**src/rtl/gio_pkg.sv**
```systemverilog
// Shared types, codes and constant tables for the gear indicator overlay.
// No dependencies; imported by every module of the block.
package gio_pkg;

  typedef enum logic [1:0] {
    ACT_BUTTON = 2'd0,
    ACT_PIXEL  = 2'd1,
    ACT_FRAME  = 2'd2,
    ACT_NONE   = 2'd3
  } action_t;

  typedef enum logic [2:0] {
    REG_ENABLE   = 3'd0,
    REG_CORNER   = 3'd1,
    REG_COLOR    = 3'd2,
    REG_ALPHA    = 3'd3,
    REG_WIDTH    = 3'd4,
    REG_HEIGHT   = 3'd5,
    REG_VERTICAL = 3'd6,
    REG_FLIPPED  = 3'd7
  } reg_index_t;

  typedef enum logic [1:0] {
    CODE_CLEAR = 2'd0,
    CODE_COLOR = 2'd1,
    CODE_BLACK = 2'd2,
    CODE_GREY  = 2'd3
  } glyph_code_t;

  typedef struct packed {
    logic [1:0]  action;
    logic        shift_button;
    logic [11:0] pixel_x;
    logic [11:0] pixel_y;
    logic [23:0] background;
  } in_t;

  typedef struct packed {
    logic [23:0] pixel_out;
    logic        gear_high;
  } out_t;

  typedef struct packed {
    logic        overlay_enable;
    logic [1:0]  corner;
    logic [23:0] overlay_color;
    logic [7:0]  blend_alpha;
    logic [12:0] screen_width;
    logic [12:0] screen_height;
    logic        vertical;
    logic        flipped;
  } cfg_t;

  localparam int          GLYPH_SIZE  = 8;
  localparam logic [23:0] GREY_COLOR  = 24'h1f1f1f;
  localparam logic [7:0]  GREY_ALPHA  = 8'((255 * 20) / 100);
  localparam logic [4:0]  FLASH_START = 5'd19;

  localparam logic [1:0] GLYPH_LOW [64] = '{
    2'd0, 2'd0, 2'd0, 2'd0, 2'd0, 2'd0, 2'd0, 2'd0,
    2'd0, 2'd0, 2'd1, 2'd1, 2'd0, 2'd0, 2'd0, 2'd0,
    2'd0, 2'd0, 2'd1, 2'd1, 2'd2, 2'd0, 2'd0, 2'd0,
    2'd0, 2'd0, 2'd1, 2'd1, 2'd2, 2'd0, 2'd0, 2'd0,
    2'd0, 2'd0, 2'd1, 2'd1, 2'd2, 2'd0, 2'd0, 2'd0,
    2'd0, 2'd0, 2'd1, 2'd1, 2'd1, 2'd1, 2'd0, 2'd0,
    2'd0, 2'd0, 2'd0, 2'd2, 2'd2, 2'd2, 2'd2, 2'd0,
    2'd0, 2'd0, 2'd0, 2'd0, 2'd0, 2'd0, 2'd0, 2'd0
  };

  localparam logic [1:0] GLYPH_HIGH [64] = '{
    2'd0, 2'd0, 2'd0, 2'd0, 2'd0, 2'd0, 2'd0, 2'd0,
    2'd0, 2'd1, 2'd1, 2'd0, 2'd0, 2'd1, 2'd1, 2'd0,
    2'd0, 2'd1, 2'd1, 2'd2, 2'd0, 2'd1, 2'd1, 2'd2,
    2'd0, 2'd1, 2'd1, 2'd1, 2'd1, 2'd1, 2'd1, 2'd2,
    2'd0, 2'd1, 2'd1, 2'd2, 2'd2, 2'd1, 2'd1, 2'd2,
    2'd0, 2'd1, 2'd1, 2'd2, 2'd0, 2'd1, 2'd1, 2'd2,
    2'd0, 2'd0, 2'd2, 2'd2, 2'd0, 2'd0, 2'd2, 2'd2,
    2'd0, 2'd0, 2'd0, 2'd0, 2'd0, 2'd0, 2'd0, 2'd0
  };

  // Entry 1 is replaced by the configured color.
  localparam logic [23:0] FLASH_TABLE [16] = '{
    24'h000000, 24'h000000, 24'h42f4f4, 24'hffffff,
    24'h0000ff, 24'h9200f4, 24'hf4f400, 24'hf45900,
    24'h00d8f4, 24'h000000, 24'h000000, 24'h000000,
    24'h000000, 24'h000000, 24'h000000, 24'h000000
  };

endpackage

```
**src/rtl/gio_draw.sv**
```systemverilog
// Box placement, glyph lookup and per-channel alpha blend for one pixel.
// Depends on gio_pkg for the config type, glyph ROMs and flash colors.
module gio_draw
  import gio_pkg::*;
(
  input  cfg_t        cfg,
  input  logic        gear,
  input  logic [4:0]  timer,
  input  logic [11:0] pixel_x,
  input  logic [11:0] pixel_y,
  input  logic [23:0] background,
  output logic        box_fits,
  output logic [23:0] pixel_out
);

  function automatic logic [7:0] mix(input logic [7:0] c, input logic [7:0] b,
                                     input logic [7:0] a);
    logic [8:0]  a2;
    logic [16:0] sum;
    begin
      a2  = 9'd256 - {1'b0, a};
      sum = {9'd0, c} * {9'd0, a} + {9'd0, b} * {8'd0, a2};
      mix = sum[15:8];
    end
  endfunction

  logic signed [14:0] w_s, h_s, bx, by, dx, dy;
  logic [1:0]         pos;
  logic               in_box;
  logic [2:0]         ox, oy;
  logic [5:0]         idx;
  logic [1:0]         code;
  logic [3:0]         k;
  logic [23:0]        col;
  logic [7:0]         a;

  assign w_s = signed'({2'b00, cfg.screen_width});
  assign h_s = signed'({2'b00, cfg.screen_height});
  assign pos = cfg.corner ^ {cfg.flipped, cfg.flipped};

  always_comb begin
    if (cfg.vertical) begin
      unique case (pos)
        2'd0: begin bx = w_s - 15'sd9; by = 15'sd1; end
        2'd1: begin bx = w_s - 15'sd9; by = h_s - 15'sd10; end
        2'd2: begin bx = 15'sd1;       by = 15'sd1; end
        default: begin bx = 15'sd1;    by = h_s - 15'sd10; end
      endcase
    end else begin
      unique case (pos)
        2'd0: begin bx = 15'sd1;        by = 15'sd1; end
        2'd1: begin bx = w_s - 15'sd10; by = 15'sd1; end
        2'd2: begin bx = 15'sd1;        by = h_s - 15'sd9; end
        default: begin bx = w_s - 15'sd10; by = h_s - 15'sd9; end
      endcase
    end
  end

  assign box_fits = (bx >= 15'sd0) && (bx <= w_s - 15'(GLYPH_SIZE));

  assign dx     = signed'({3'b000, pixel_x}) - bx;
  assign dy     = signed'({3'b000, pixel_y}) - by;
  assign in_box = (dx[14:3] == 12'd0) && (dy[14:3] == 12'd0);
  assign ox     = dx[2:0];
  assign oy     = dy[2:0];

  always_comb begin
    unique case ({cfg.flipped, cfg.vertical})
      2'b00:   idx = {oy, ox};
      2'b01:   idx = {ox, oy};
      2'b10:   idx = {oy, ~ox};
      default: idx = {ox, ~oy};
    endcase
  end

  assign code = gear ? GLYPH_HIGH[idx] : GLYPH_LOW[idx];
  assign k    = timer[4:1];

  always_comb begin
    a = cfg.blend_alpha;
    if (timer == 5'd0 || k == 4'd1) begin
      col = cfg.overlay_color;
    end else begin
      col = FLASH_TABLE[k];
    end
    case (code)
      CODE_BLACK: col = 24'h000000;
      CODE_GREY: begin
        col = GREY_COLOR;
        a   = GREY_ALPHA;
      end
      default: ;
    endcase
  end

  always_comb begin
    if (!cfg.overlay_enable || !box_fits || !in_box || code == CODE_CLEAR) begin
      pixel_out = background;
    end else begin
      pixel_out = {mix(col[23:16], background[23:16], a),
                   mix(col[15:8],  background[15:8],  a),
                   mix(col[7:0],   background[7:0],   a)};
    end
  end

endmodule

```
**src/rtl/gear_indicator_overlay_blend_unit.sv**
```systemverilog
// Gear indicator overlay. Throughput one item per cycle unless the output stalls;
// input register, then gear/timer update and blend in one pass into the result
// register, which holds under back-pressure. Synchronous reset clears handshakes,
// gear, button and timer state and loads the register defaults. Config writes are
// taken every cycle. Uses gio_draw.
module gear_indicator_overlay_blend_unit
  import gio_pkg::*;
(
  input  logic        clk,
  input  logic        rst,
  input  logic        in_valid,
  output logic        in_ready,
  input  in_t         in_data,
  output logic        out_valid,
  input  logic        out_ready,
  output out_t        out_data,
  input  logic        cfg_valid,
  output logic        cfg_ready,
  input  logic [2:0]  cfg_index,
  input  logic [23:0] cfg_data
);

  cfg_t        cfg;
  in_t         stage;
  logic        stage_valid;
  logic        gear, gear_next;
  logic        prev_button, prev_button_next;
  logic [4:0]  timer, timer_next;
  logic        out_free, advance, box_fits;
  logic [23:0] pixel_out;

  assign cfg_ready = 1'b1;
  assign out_free  = !out_valid || out_ready;
  assign advance   = stage_valid && out_free;
  assign in_ready  = !stage_valid || out_free;

  always_ff @(posedge clk) begin
    if (rst) begin
      cfg.overlay_enable <= 1'b1;
      cfg.corner         <= 2'd3;
      cfg.overlay_color  <= 24'h00ff00;
      cfg.blend_alpha    <= 8'd204;
      cfg.screen_width   <= 13'd320;
      cfg.screen_height  <= 13'd240;
      cfg.vertical       <= 1'b0;
      cfg.flipped        <= 1'b0;
    end else if (cfg_valid) begin
      unique case (reg_index_t'(cfg_index))
        REG_ENABLE:   cfg.overlay_enable <= cfg_data[0];
        REG_CORNER:   cfg.corner         <= cfg_data[1:0];
        REG_COLOR:    cfg.overlay_color  <= cfg_data;
        REG_ALPHA:    cfg.blend_alpha    <= cfg_data[7:0];
        REG_WIDTH:    cfg.screen_width   <= cfg_data[12:0];
        REG_HEIGHT:   cfg.screen_height  <= cfg_data[12:0];
        REG_VERTICAL: cfg.vertical       <= cfg_data[0];
        default:      cfg.flipped        <= cfg_data[0];
      endcase
    end
  end

  gio_draw u_draw (
    .cfg        (cfg),
    .gear       (gear),
    .timer      (timer),
    .pixel_x    (stage.pixel_x),
    .pixel_y    (stage.pixel_y),
    .background (stage.background),
    .box_fits   (box_fits),
    .pixel_out  (pixel_out)
  );

  always_comb begin
    gear_next        = gear;
    prev_button_next = prev_button;
    timer_next       = timer;
    case (action_t'(stage.action))
      ACT_BUTTON: begin
        if (stage.shift_button && !prev_button) begin
          gear_next  = !gear;
          timer_next = FLASH_START;
        end
        prev_button_next = stage.shift_button;
      end
      ACT_FRAME: begin
        if (cfg.overlay_enable && box_fits && timer != 5'd0) begin
          timer_next = timer - 5'd1;
        end
      end
      default: ;
    endcase
  end

  always_ff @(posedge clk) begin
    if (rst) begin
      stage_valid <= 1'b0;
      out_valid   <= 1'b0;
      gear        <= 1'b0;
      prev_button <= 1'b0;
      timer       <= 5'd0;
    end else begin
      if (in_ready) begin
        stage_valid <= in_valid;
      end
      if (out_free) begin
        out_valid <= stage_valid;
      end
      if (advance) begin
        gear        <= gear_next;
        prev_button <= prev_button_next;
        timer       <= timer_next;
      end
    end
  end

  always_ff @(posedge clk) begin
    if (in_valid && in_ready) begin
      stage <= in_data;
    end
    if (advance) begin
      out_data.pixel_out <= (action_t'(stage.action) == ACT_PIXEL) ? pixel_out
                                                                   : stage.background;
      out_data.gear_high <= gear_next;
    end
  end

endmodule

```
**config.mk**
```make
export PLATFORM = sky130hd
export DESIGN_NAME = gear_indicator_overlay_blend_unit
export DESIGN_NICKNAME = d
export VERILOG_FILES = /design/src/rtl/gio_pkg.sv /design/src/rtl/gio_draw.sv /design/src/rtl/gear_indicator_overlay_blend_unit.sv
export SDC_FILE = /design/constraint.sdc
export NUM_CORES = 1
export LEC_CHECK = 0
export ABC_AREA = 1
export ABC_CLOCK_PERIOD_IN_PS = 19750
export BUFFER_PORTS_ARGS = -buffer_cell sky130_fd_sc_hd__buf_2
export CELL_PAD_IN_SITES_DETAIL_PLACEMENT = 0
export CELL_PAD_IN_SITES_GLOBAL_PLACEMENT = 1
export CORE_AREA = 3 3 247 249
export DETAILED_ROUTE_END_ITERATION = 10
export DIE_AREA = 0 0 250 252
export PLACE_DENSITY = 0.76
export SYNTH_ARGS = -nofsm -noshare
export SYNTH_HDL_FRONTEND = slang
export SYNTH_SLANG_ARGS = --single-unit
```
**constraint.sdc**
```tcl
create_clock -name clk -period 19.75 [get_ports clk]
set_input_delay 3.95 -clock clk [delete_from_list [all_inputs] [get_ports clk]]
set_output_delay 3.95 -clock clk [all_outputs]
set_load 0.005 [all_outputs]
```
### Word-level counts from Yosys, hierarchy flattened

Memories as Yosys holds them, arrays and structs flattened.
Cells that the tools add are included.

| storage, ports and cells | value |
|---|---|
| memories | 3 |
| input bits | 83 |
| logic and storage cells | 135 |
| output and inout bits | 28 |
| ROM bits | 640 |
| register bits after elaboration | 148 |

| operators by class | value |
|---|---|
| reductions and logical operators | 43 |
| muxes and demuxes | 24 |
| bitwise operators | 6 |
| equality and inequality tests | 17 |
| multipliers | 6 |
| order comparisons | 4 |
| add/subtract/negate cells | 12 |

Memory list:

| name | words | width | rd ports | clocked after Yosys merged registers in | write ports | line | text |
|---|---|---|---|---|---|---|---|
| (no name shown) | 16 | 24 | 1 | 0 | 0 | gio_draw.sv:84 | `col = FLASH_TABLE[k];` |
| (no name shown) | 64 | 2 | 1 | 0 | 0 | gio_draw.sv:76 | `assign code = gear ? GLYPH_HIGH[idx] : GLYPH_LOW[idx];` |
| (no name shown) | 64 | 2 | 1 | 0 | 0 | gio_draw.sv:76 |  |

Operator list:

| kind | number |
|---|---|
| 24-bit two-way mux | 5 |
| 15-bit two-way mux | 6 |
| 13-bit by 4-bit subtractor with 14-bit output, second input constant | 5 |
| 16-bit adder | 3 |
| 8-bit by 8-bit multiplier with 16-bit output | 3 |
| 8-bit by 9-bit multiplier with 16-bit output | 3 |
| 24-bit one-hot mux with 2 select lines | 1 |
| 13-bit by 15-bit subtractor with 15-bit output | 2 |
| 12-bit logical NOT | 2 |
| 6-bit one-hot mux with 3 select lines | 1 |
| 2-bit AND reduction | 9 |
| 15-bit by 1-bit greater-or-equal comparator with 1-bit output, second input constant | 1 |
| 15-bit <= comparator | 1 |
| 2-bit equality test, second input constant | 5 |
| 2-bit two-way mux | 5 |
| 5-bit two-way mux | 2 |
| 5-bit one-hot mux with 2 select lines | 1 |
| 3-bit equality test, second input constant | 3 |
| 9-bit by 8-bit subtractor with 9-bit output, first input constant | 1 |
| 2-bit logical NOT | 4 |
| 8-bit two-way mux | 1 |
| 7-bit greater-or-equal comparator, second input constant | 1 |
| 1-bit logical AND | 7 |
| 1-bit logical NOT | 7 |
| other kinds (21) | 33 |

### Logic depth before layout (Yosys ltp)

Gate-level depths: netlist of run 1.

| logic depth | value |
|---|---|
| depth in word-level cells | 20 |
| depth in mapped cells | 61 |
| mapped depth without buffers | 57 |

### Hierarchy

Synthesis of run 1 repeated with hierarchy kept, for this count alone.

| unflattened totals | value |
|---|---|
| cell total of the unflattened synthesis | 3125 |
| area, all modules | 23591.4 um^2 |

Modules (own cells, without submodules):

| module | times used | cells each | area each (um^2) | seq. area each (um^2) |
|---|---|---|---|---|
| gio_draw | 1 | 2653 | 18216.2 | 0.0 |
| gear_indicator_overlay_blend_unit | 1 | 472 | 5375.2 | 3723.6 |

### Least setup slack after synthesis of run 1

OpenSTA, ideal clock, no wires.

| path | value |
|---|---|
| path kind | reg-to-reg |
| from | register, netlist name cfg[0] |
| to | register out_data[8] (netlist bit), data pin |
| clock period less this slack | 9.696 ns |
| path slack | 10.054 ns |
| cell stages (with the launch flop) | 56 |
| library setup time | 0.249 ns |
| data required time | 19.501 ns |
| data arrival time | 9.447 ns |
| buffers on the path | 5 |
| cell sequence | dfxtp_1 -> buf_2 -> inv_1 -> nand2_1 -> nand2_1 -> inv_1 -> nor2_1 -> inv_1 -> clkbuf_1 -> nand2_1 -> o21ai_0 -> ha_1 -> inv_1 -> fa_1 -> o21ai_2 -> xor2_2 -> inv_2 -> ha_1 -> [... 20 more ...] -> fa_1 -> fa_1 -> fa_1 -> inv_1 -> fa_1 -> inv_1 -> ha_1 -> nand2_1 -> nor4_1 -> nand4_1 -> nand2_1 -> nand2_1 -> nand2_1 -> inv_1 -> nand2_1 -> nand3_1 -> nand2_1 -> inv_1 |

| on the way | value |
|---|---|
| longest elaborated chain between the ends | 20 |
| elaborated cells between the ends (all ways) | 50 |
| classes of those cells | 4 x add/sub; 2 x mul; 2 x order compare; 6 x eq/ne; 16 x mux; 4 x bitwise; 14 x reduce/logical; 2 x memory |

RTL lines:

| element | line | text |
|---|---|---|
| 2-bit bitwise XOR | gio_draw.sv:39 | `assign pos = cfg.corner ^ {cfg.flipped, cfg.flipped};` |
| 2-bit by 1-bit equality test with 1-bit output, or another cell as far along | gio_draw.sv:43, gio_draw.sv:50 |  |
| 2-bit OR reduction (no source line) | -- |  |
| 15-bit two-way mux | -- |  |
| 15-bit two-way mux | gio_draw.sv:42 | `if (cfg.vertical) begin` |
| 13-bit by 15-bit subtractor with 15-bit output, on equally long branches | gio_draw.sv:62, gio_draw.sv:61 |  |
| 3-bit inverter, on equally long branches | gio_draw.sv:72, gio_draw.sv:71 |  |
| 6-bit one-hot mux with 3 select lines | gio_draw.sv:68 | `unique case ({cfg.flipped, cfg.vertical})` |
| [... 4 more ...] | -- |  |
| 2-bit two-way mux | gio_draw.sv:76 |  |
| 2-bit equality test | gio_draw.sv:86 | `case (code)` |
| 8-bit two-way mux | gio_draw.sv:86 |  |
| 9-bit by 8-bit subtractor with 9-bit output | gio_draw.sv:21 | `a2 = 9'd256 - {1'b0, a};` |
| 8-bit by 9-bit multiplier with 16-bit output | gio_draw.sv:22 | `sum = {9'd0, c} * {9'd0, a} + {9'd0, b} * {8'd0, a2};` |
| 16-bit adder | gio_draw.sv:22 |  |
| 24-bit two-way mux (*) | gio_draw.sv:97 | `if (!cfg.overlay_enable \|\| !box_fits \|\| !in_box \|\| code == CODE_CLEAR) begin` |
| 24-bit two-way mux (*) | gear_indicator_overlay_blend_unit.sv:120 | `out_data.pixel_out <= (action_t'(stage.action) == ACT_PIXEL) ? pixel_out` |
| to (decl) | gear_indicator_overlay_blend_unit.sv:16 | `output out_t out_data,` |

Mark *: on every way between the ends. The rest lies on a longest branch, timed or not. The select of a mux whose other input is x is not followed.
A chain may end at the register's enable or synchronous reset.

### Worst setup path in the final report of run 1

| path | value |
|---|---|
| from | register, netlist name cfg[1] |
| to | register out_data[8] (netlist bit), data pin |

| on the way | value |
|---|---|
| longest elaborated chain between the ends | 16 |
| elaborated cells between the ends (all ways) | 40 |
| classes of those cells | 4 x add/sub; 2 x mul; 2 x order compare; 4 x eq/ne; 12 x mux; 3 x bitwise; 11 x reduce/logical; 2 x memory |

RTL lines:

| element | line |
|---|---|
| 15-bit two-way mux | gio_draw.sv:42 |
| 13-bit by 15-bit subtractor with 15-bit output, on equally long branches | gio_draw.sv:62, gio_draw.sv:61 |
| 3-bit inverter, on equally long branches | gio_draw.sv:72, gio_draw.sv:71 |
| 6-bit one-hot mux with 3 select lines | gio_draw.sv:68 |
| 6-bit inverter with 7-bit output (not written as such) | gio_draw.sv:76 |
| memory read 64 x 2 bit | -- |
| 2-bit two-way mux (not written as such) (2 in series) | gio_draw.sv:76 |
| 2-bit two-way mux | gio_draw.sv:76 |
| 2-bit equality test | gio_draw.sv:86 |
| 8-bit two-way mux | gio_draw.sv:86 |
| 9-bit by 8-bit subtractor with 9-bit output | gio_draw.sv:21 |
| 8-bit by 9-bit multiplier with 16-bit output | gio_draw.sv:22 |
| 16-bit adder | gio_draw.sv:22 |
| 24-bit two-way mux (*) | gio_draw.sv:97 |
| 24-bit two-way mux (*) | gear_indicator_overlay_blend_unit.sv:120 |

Marked as above.

==> flow_summary.ini, run 1 <==
[run_status]
outcome = complete, no violations

[timing]
min_period_over_period_pct = 59.78
timing.final.hold_violations = 0
final.min_clock_period_ps = 11810
tightest_slew_ps = 1108
setup_viol = 0
skew_ps = 17.10
drv_slew = 0
tns_ps = 0
grt_setup_unrepaired = no
slew-limit-headroom_pct = 26.11
fmax_mhz = 84.69

[synth]
ys_warn_count = 0
synth.avg_cell_area_um2 = 7.645
synth-seq-area-share_pct = 16.26
synth_top_area_share_pct = 26.67
yosysTopAreaCell = fa_1
ys_ff_latch = 148
ys_async_sr_fraction_pct = 0
syn_inst = 2995
synth_cell_type_count = 64
syn_area_mm2 = 0.02290
ys.flop_type = edfxtp_1
synth_edf_count = 76
synthesis.nets = 3614
synthTopCellsByArea = fa_1, ha_1, inv_1, edfxtp_1, nand2_1

[layout]
fin_util_pct = 42.16
fin_area_mm2 = 0.02483
finalNonFillerCells = 3862
layout-drive-gt1-share_pct = 7.060
nets = 3694
final.fill_count = 6067
syn_to_final_growth_pct = 8.453

[floorplan]
start_util_pct = 38.87
die_x_um = 250
io_pins = 111
dieArea_mm2 = 0.06300
core-area_mm2 = 0.05891
num_rows = 89
die-height_um = 252

[grt]
grt_pass1_wl_um = 114600
grt_antenna_before_repair = 1
grt_usage_pct = 23.66
grt.overflow.total = 0
grt_pass1_vias = 20360
grt_start_max_net_pins = 65

[drt]
drc = 0
drt_wl_total_um = 72570
route.vias.total = 19530
dr.first_iter.drc_count = 1226
avgRoutedWirePerCell_um = 18.79
ant_nets = 0
via_per_inst = 5.056
firstDrtPassIters = 6

[critical_path]
crit_path_max_incr_delay_ps = 790
reg2reg_slack_ps = 7940
crit_required_ps = 20020
cp_slowest_cell = dfxtp_1
crit_top_cell = nand2_1
end_kind = register
cp_max_fo = 27
crit_arrival_ps = 12070
crit_path_start_kind = register
criticalPathCategory = register to register

[placed_design]
gp_congestion = 0.9660
placed_area_mm2 = 0.02421
dp_hpwl_um = 59600
numPortBuffers = 109
dpl.cell_count = 3829

[cts]
cts_made_buffers = 17
postCtsHoldBufs = 0
cts.path.max_buffers = 2
clkTransAtPathRegs_ps = 80
cts.sinks = 148
cts_tree = built
post_cts_resized = 0
post_cts_buffers = 0
htreeDepth = 4
clock_latency_ps = 500
cts_root_buf = clkbuf_16

[run]
maxCapViolCount = 0

[hold_path]
hp-class = register to register
## worst paths after layout
check        cells after the start           to   startpoint
max reg2reg                     47  out_data[8]       cfg[1]
min reg2reg                      2  prev_button  prev_button
max                             47  out_data[8]       cfg[1]
min                              2  prev_button  prev_button
## synthesized netlist by cell type, types with 2 or more instances
library cell,count
inv_1,693
nand2_1,571
nor2_1,388
fa_1,305
ha_1,231
o21ai_0,112
nand3_1,105
a21oi_1,102
edfxtp_1,76
dfxtp_1,72
xor2_1,45
clkbuf_1,34
nor3_1,31
nand4_1,28
xnor2_1,19
buf_2,15
o211ai_1,15
o22ai_1,15
nor2_2,14
inv_2,13
nand2_2,9
o21bai_1,7
a211oi_1,5
a21o_1,5
clkinv_1,5
nand3b_1,5
or2_2,5
a31oi_1,4
buf_4,4
buf_6,4
nor3b_1,4
o21ai_1,4
a221oi_1,3
a311oi_1,3
nand2_4,3
nor2_8,3
o21a_1,3
o21ai_2,3
a32oi_1,2
and3_1,2
buf_1,2
nand2_8,2
nand3_4,2
nor3_2,2
## critical path, delay by kind of cell, from the launching register on
| kind | cells | cell delay [ps] |
|---|---|---|
| fa+ha+maj | 12 | 4900 |
| simple gates | 20 | 3430 |
| buf+inv | 12 | 1890 |
| flops | 1 | 790 |
| compound gates | 2 | 330 |
| xor+xnor | 1 | 210 |
## cells by family after synthesis
family	after synthesis	synth area share [%]
buffers and inverters	770	12.90
AO/OA/AOI/OAI	295	7.410
other	1	0.01638
flip-flops	148	16.26
XOR/XNOR	65	2.519
adder cells (fa/ha/maj)	536	39.29
AND/OR/NAND/NOR	1180	21.61
## registers in the layout (all words and copies together), names as in the netlist
signal       flops
out_data        25
timer            5
stage_valid      1
gear             1
cfg             63
out_valid        1
stage           51
prev_button      1
## area by class of cell
type                       instances  area, um2  area share (%)
sequential                       148       3724           14.99
tap                              773      967.2           3.895
clock buffer                      17      425.4           1.713
clock inverter                    15      191.4          0.7709
antenna                            1      2.502         0.01008
inverter                         711       2669           10.75
multi-input combinational       2077      16230           65.34
timing repair buffer             120      628.1           2.529
## per-layer routing
layer | global-route usage (%) | routed length, um | vias to the layer above
li1 | - | - | 9311
met1 | 30.66 | 31720 | 9539
met2 | 39.88 | 34430 | 573
met3 | 5.092 | 4565 | 100
met4 | 7.022 | 1844 | 2
met5 | 0 | 15 | -
## cells in the final DEF, fill, tap and decap left out, drive strengths merged, types with 4 or more instances in the layout
cell type  count
nor3b          4
o21ai        120
or2            5
o211ai        15
nand4         28
o22ai         15
nand3b         5
nor3          33
a31oi          5
xnor2         19
dfxtp         72
buf          120
xor2          46
nand3        108
clkinv        11
o21bai         7
nand2        585
o21a           4
inv          712
nor2         406
a21oi        103
edfxtp        76
fa           305
a211oi         5
clkbuf        17
ha           231
a21o           5
## metrics by stage
stage	hold slack [ps]	setup WS, ps
2_1_floorplan	423.6	10050
3_3_place_gp	440.2	8195
3_5_place_dp	441.2	7978
4_1_cts	460.7	7959
5_1_grt	488.4	7017
6_report	459.5	7943
Power of run 1 is not shown: default switching activity piles up to over one toggle a cycle in this logic, so the estimate is an artifact.
==> inputs of run 2 (changes only) <==
- ABC_CLOCK_PERIOD_IN_PS: 19750 -> 11100
- clock period: 19.75 -> 11.1 ns (I/O delays scaled with it)
==> flow_summary.ini, run 2 (synthesis results as in run 1) <==
[run_status]
outcome = complete, no violations

[cts]
cts.path.max_buffers = 2
clkTransAtPathRegs_ps = 80
htreeDepth = 4
postCtsHoldBufs = 0
cts_root_buf = clkbuf_16
clock_latency_ps = 500
cts_made_buffers = 17
cts_tree = built
cts.sinks = 148

[layout]
regMostFlops = cfg
reg_top3 = cfg x63, stage x51, out_data x25
final_common_cell = inv_1
final.fill_count = 6088
nets = 3703
insertedDiodeCount = 0
multi_input_area_mm2 = 0.01623
syn_to_final_growth_pct = 8.672
fin_area_mm2 = 0.02488
layout-drive-gt1-share_pct = 7.394
largest_reg_flops = 63
register_area_mm2 = 0.003725
layout_common_cells = inv_1, nand2_1, nor2_1

[critical_path]
reg2reg_depth = 49
end_kind = register
crit_arrival_ps = 10680
r2r_start = cfg[0]
crit_path_start_kind = register
crit_top_cell = nand2_1
cp_max_fo = 18
cp_slowest_cell = fa_1
r2r-end = out_data[21]
reg2reg_slack_ps = 680
crit_path_max_incr_delay_ps = 550
criticalPathCategory = register to register
crit_required_ps = 11360

[timing]
final.min_clock_period_ps = 10420
hold_slack_ps = 454.7
min_period_over_period_pct = 93.88
setup_viol = 0
slew-limit-headroom_pct = 25.82
timing.final.hold_violations = 0
setup_slack_ps = 679.8
drv_slew = 0
tightest_slew_ps = 1101
tns_ps = 0
fmax_mhz = 95.97
skew_ps = 23.76
grt_setup_unrepaired = no

[grt]
grt_pass1_vias = 20140
grt.overflow.total = 0
grt_usage_pct = 23.42
grt_antenna_before_repair = 1
grt_pass1_wl_um = 113400
grt_start_max_net_pins = 64

[placed_design]
dp_hpwl_um = 59170
numPortBuffers = 109
gp_congestion = 0.9261
placed_area_mm2 = 0.02428
preCtsSetupSlack_ps = 563.7

[drt]
drt_wl_total_um = 72160
dr.first_iter.drc_count = 1392
avgRoutedWirePerCell_um = 18.65
drc = 0
route.vias.total = 19610
firstDrtPassIters = 5
via_per_inst = 5.066
ant_nets = 0

[floorplan]
core-area_mm2 = 0.05891
die-height_um = 252
die_x_um = 250
num_rows = 89
io_pins = 111
start_util_pct = 38.87
dieArea_mm2 = 0.06300

[run]
maxCapViolCount = 0

[hold_path]
min_from = prev_button
hp-class = register to register
min_to = prev_button
worstHoldPathCells = 2
==> run 2: cell types whose count changed in the layout (fill, tap and decap cells not counted), sizes merged <==
| cell | previous run | this run |
|---|---|---|
| bufinv | 2 | 0 |
| clkinvlp | 1 | 0 |
| clkinv | 11 | 8 |
| inv | 712 | 717 |
| clkbuf | 17 | 18 |
| buf | 120 | 129 |
| diode | 1 | 0 |
==> run 2: repair_timing <==
action | 4_1_cts | 5_1_grt
resized for setup | 0 | 7
setup buffers | 0 | 0
endpoints found under the setup margin | 0 | 11
==> run 2: worst max-delay path by stage <==
stage | from | to | slack [ps] | cells after the start
floorplan | cfg[0] | out_data[8] | 1400 | 55
global placement | cfg[0] | out_data[5] | 780 | 48
detailed placement | cfg[0] | out_data[5] | 560 | 48
CTS | cfg[0] | out_data[5] | 540 | 48
global route | cfg[0] | out_data[8] | 6 | 53
finish | cfg[0] | out_data[21] | 680 | 49
==> run 2: layout make-up <==
cell class                 count  area share (%)
sequential                   148           14.97
clock buffer                  18           1.765
timing repair buffer         129           2.796
tap                          773           3.887
multi-input combinational   2077           65.23
inverter                     711           10.74
clock inverter                14          0.6134
==> run 2: critical path, delay by kind of cell (launching register included) <==
family / cells / cell delay (ps)
xor gates and xnor gates: 1 / 210
buffers and inverters: 13 / 1600
DFF: 1 / 370
and+or+nand+nor: 18 / 2330
adders and majority gates: 11 / 4470
AOI/OAI and AO/OA: 6 / 1170
==> run 2: metrics by stage <==
stage                     utilization (%)  std cells
final                               42.24       3870
after global routing                42.24       3870
after CTS                           42.22       3870
after detailed placement            41.22       3838
after global placement              41.22       3838
after floorplan                         -       2995
==> run 2: metal layers <==
| layer | global-route usage, % | share of wire, % |
|---|---|---|
| met1 | 31.94 | 45 |
| met2 | 38.20 | 46 |
| met3 | 3.268 | 6.2 |
| met4 | 8.390 | 3.4 |
| met5 | 0 | 0.015 |
Power of run 2 is left out for the same reason.
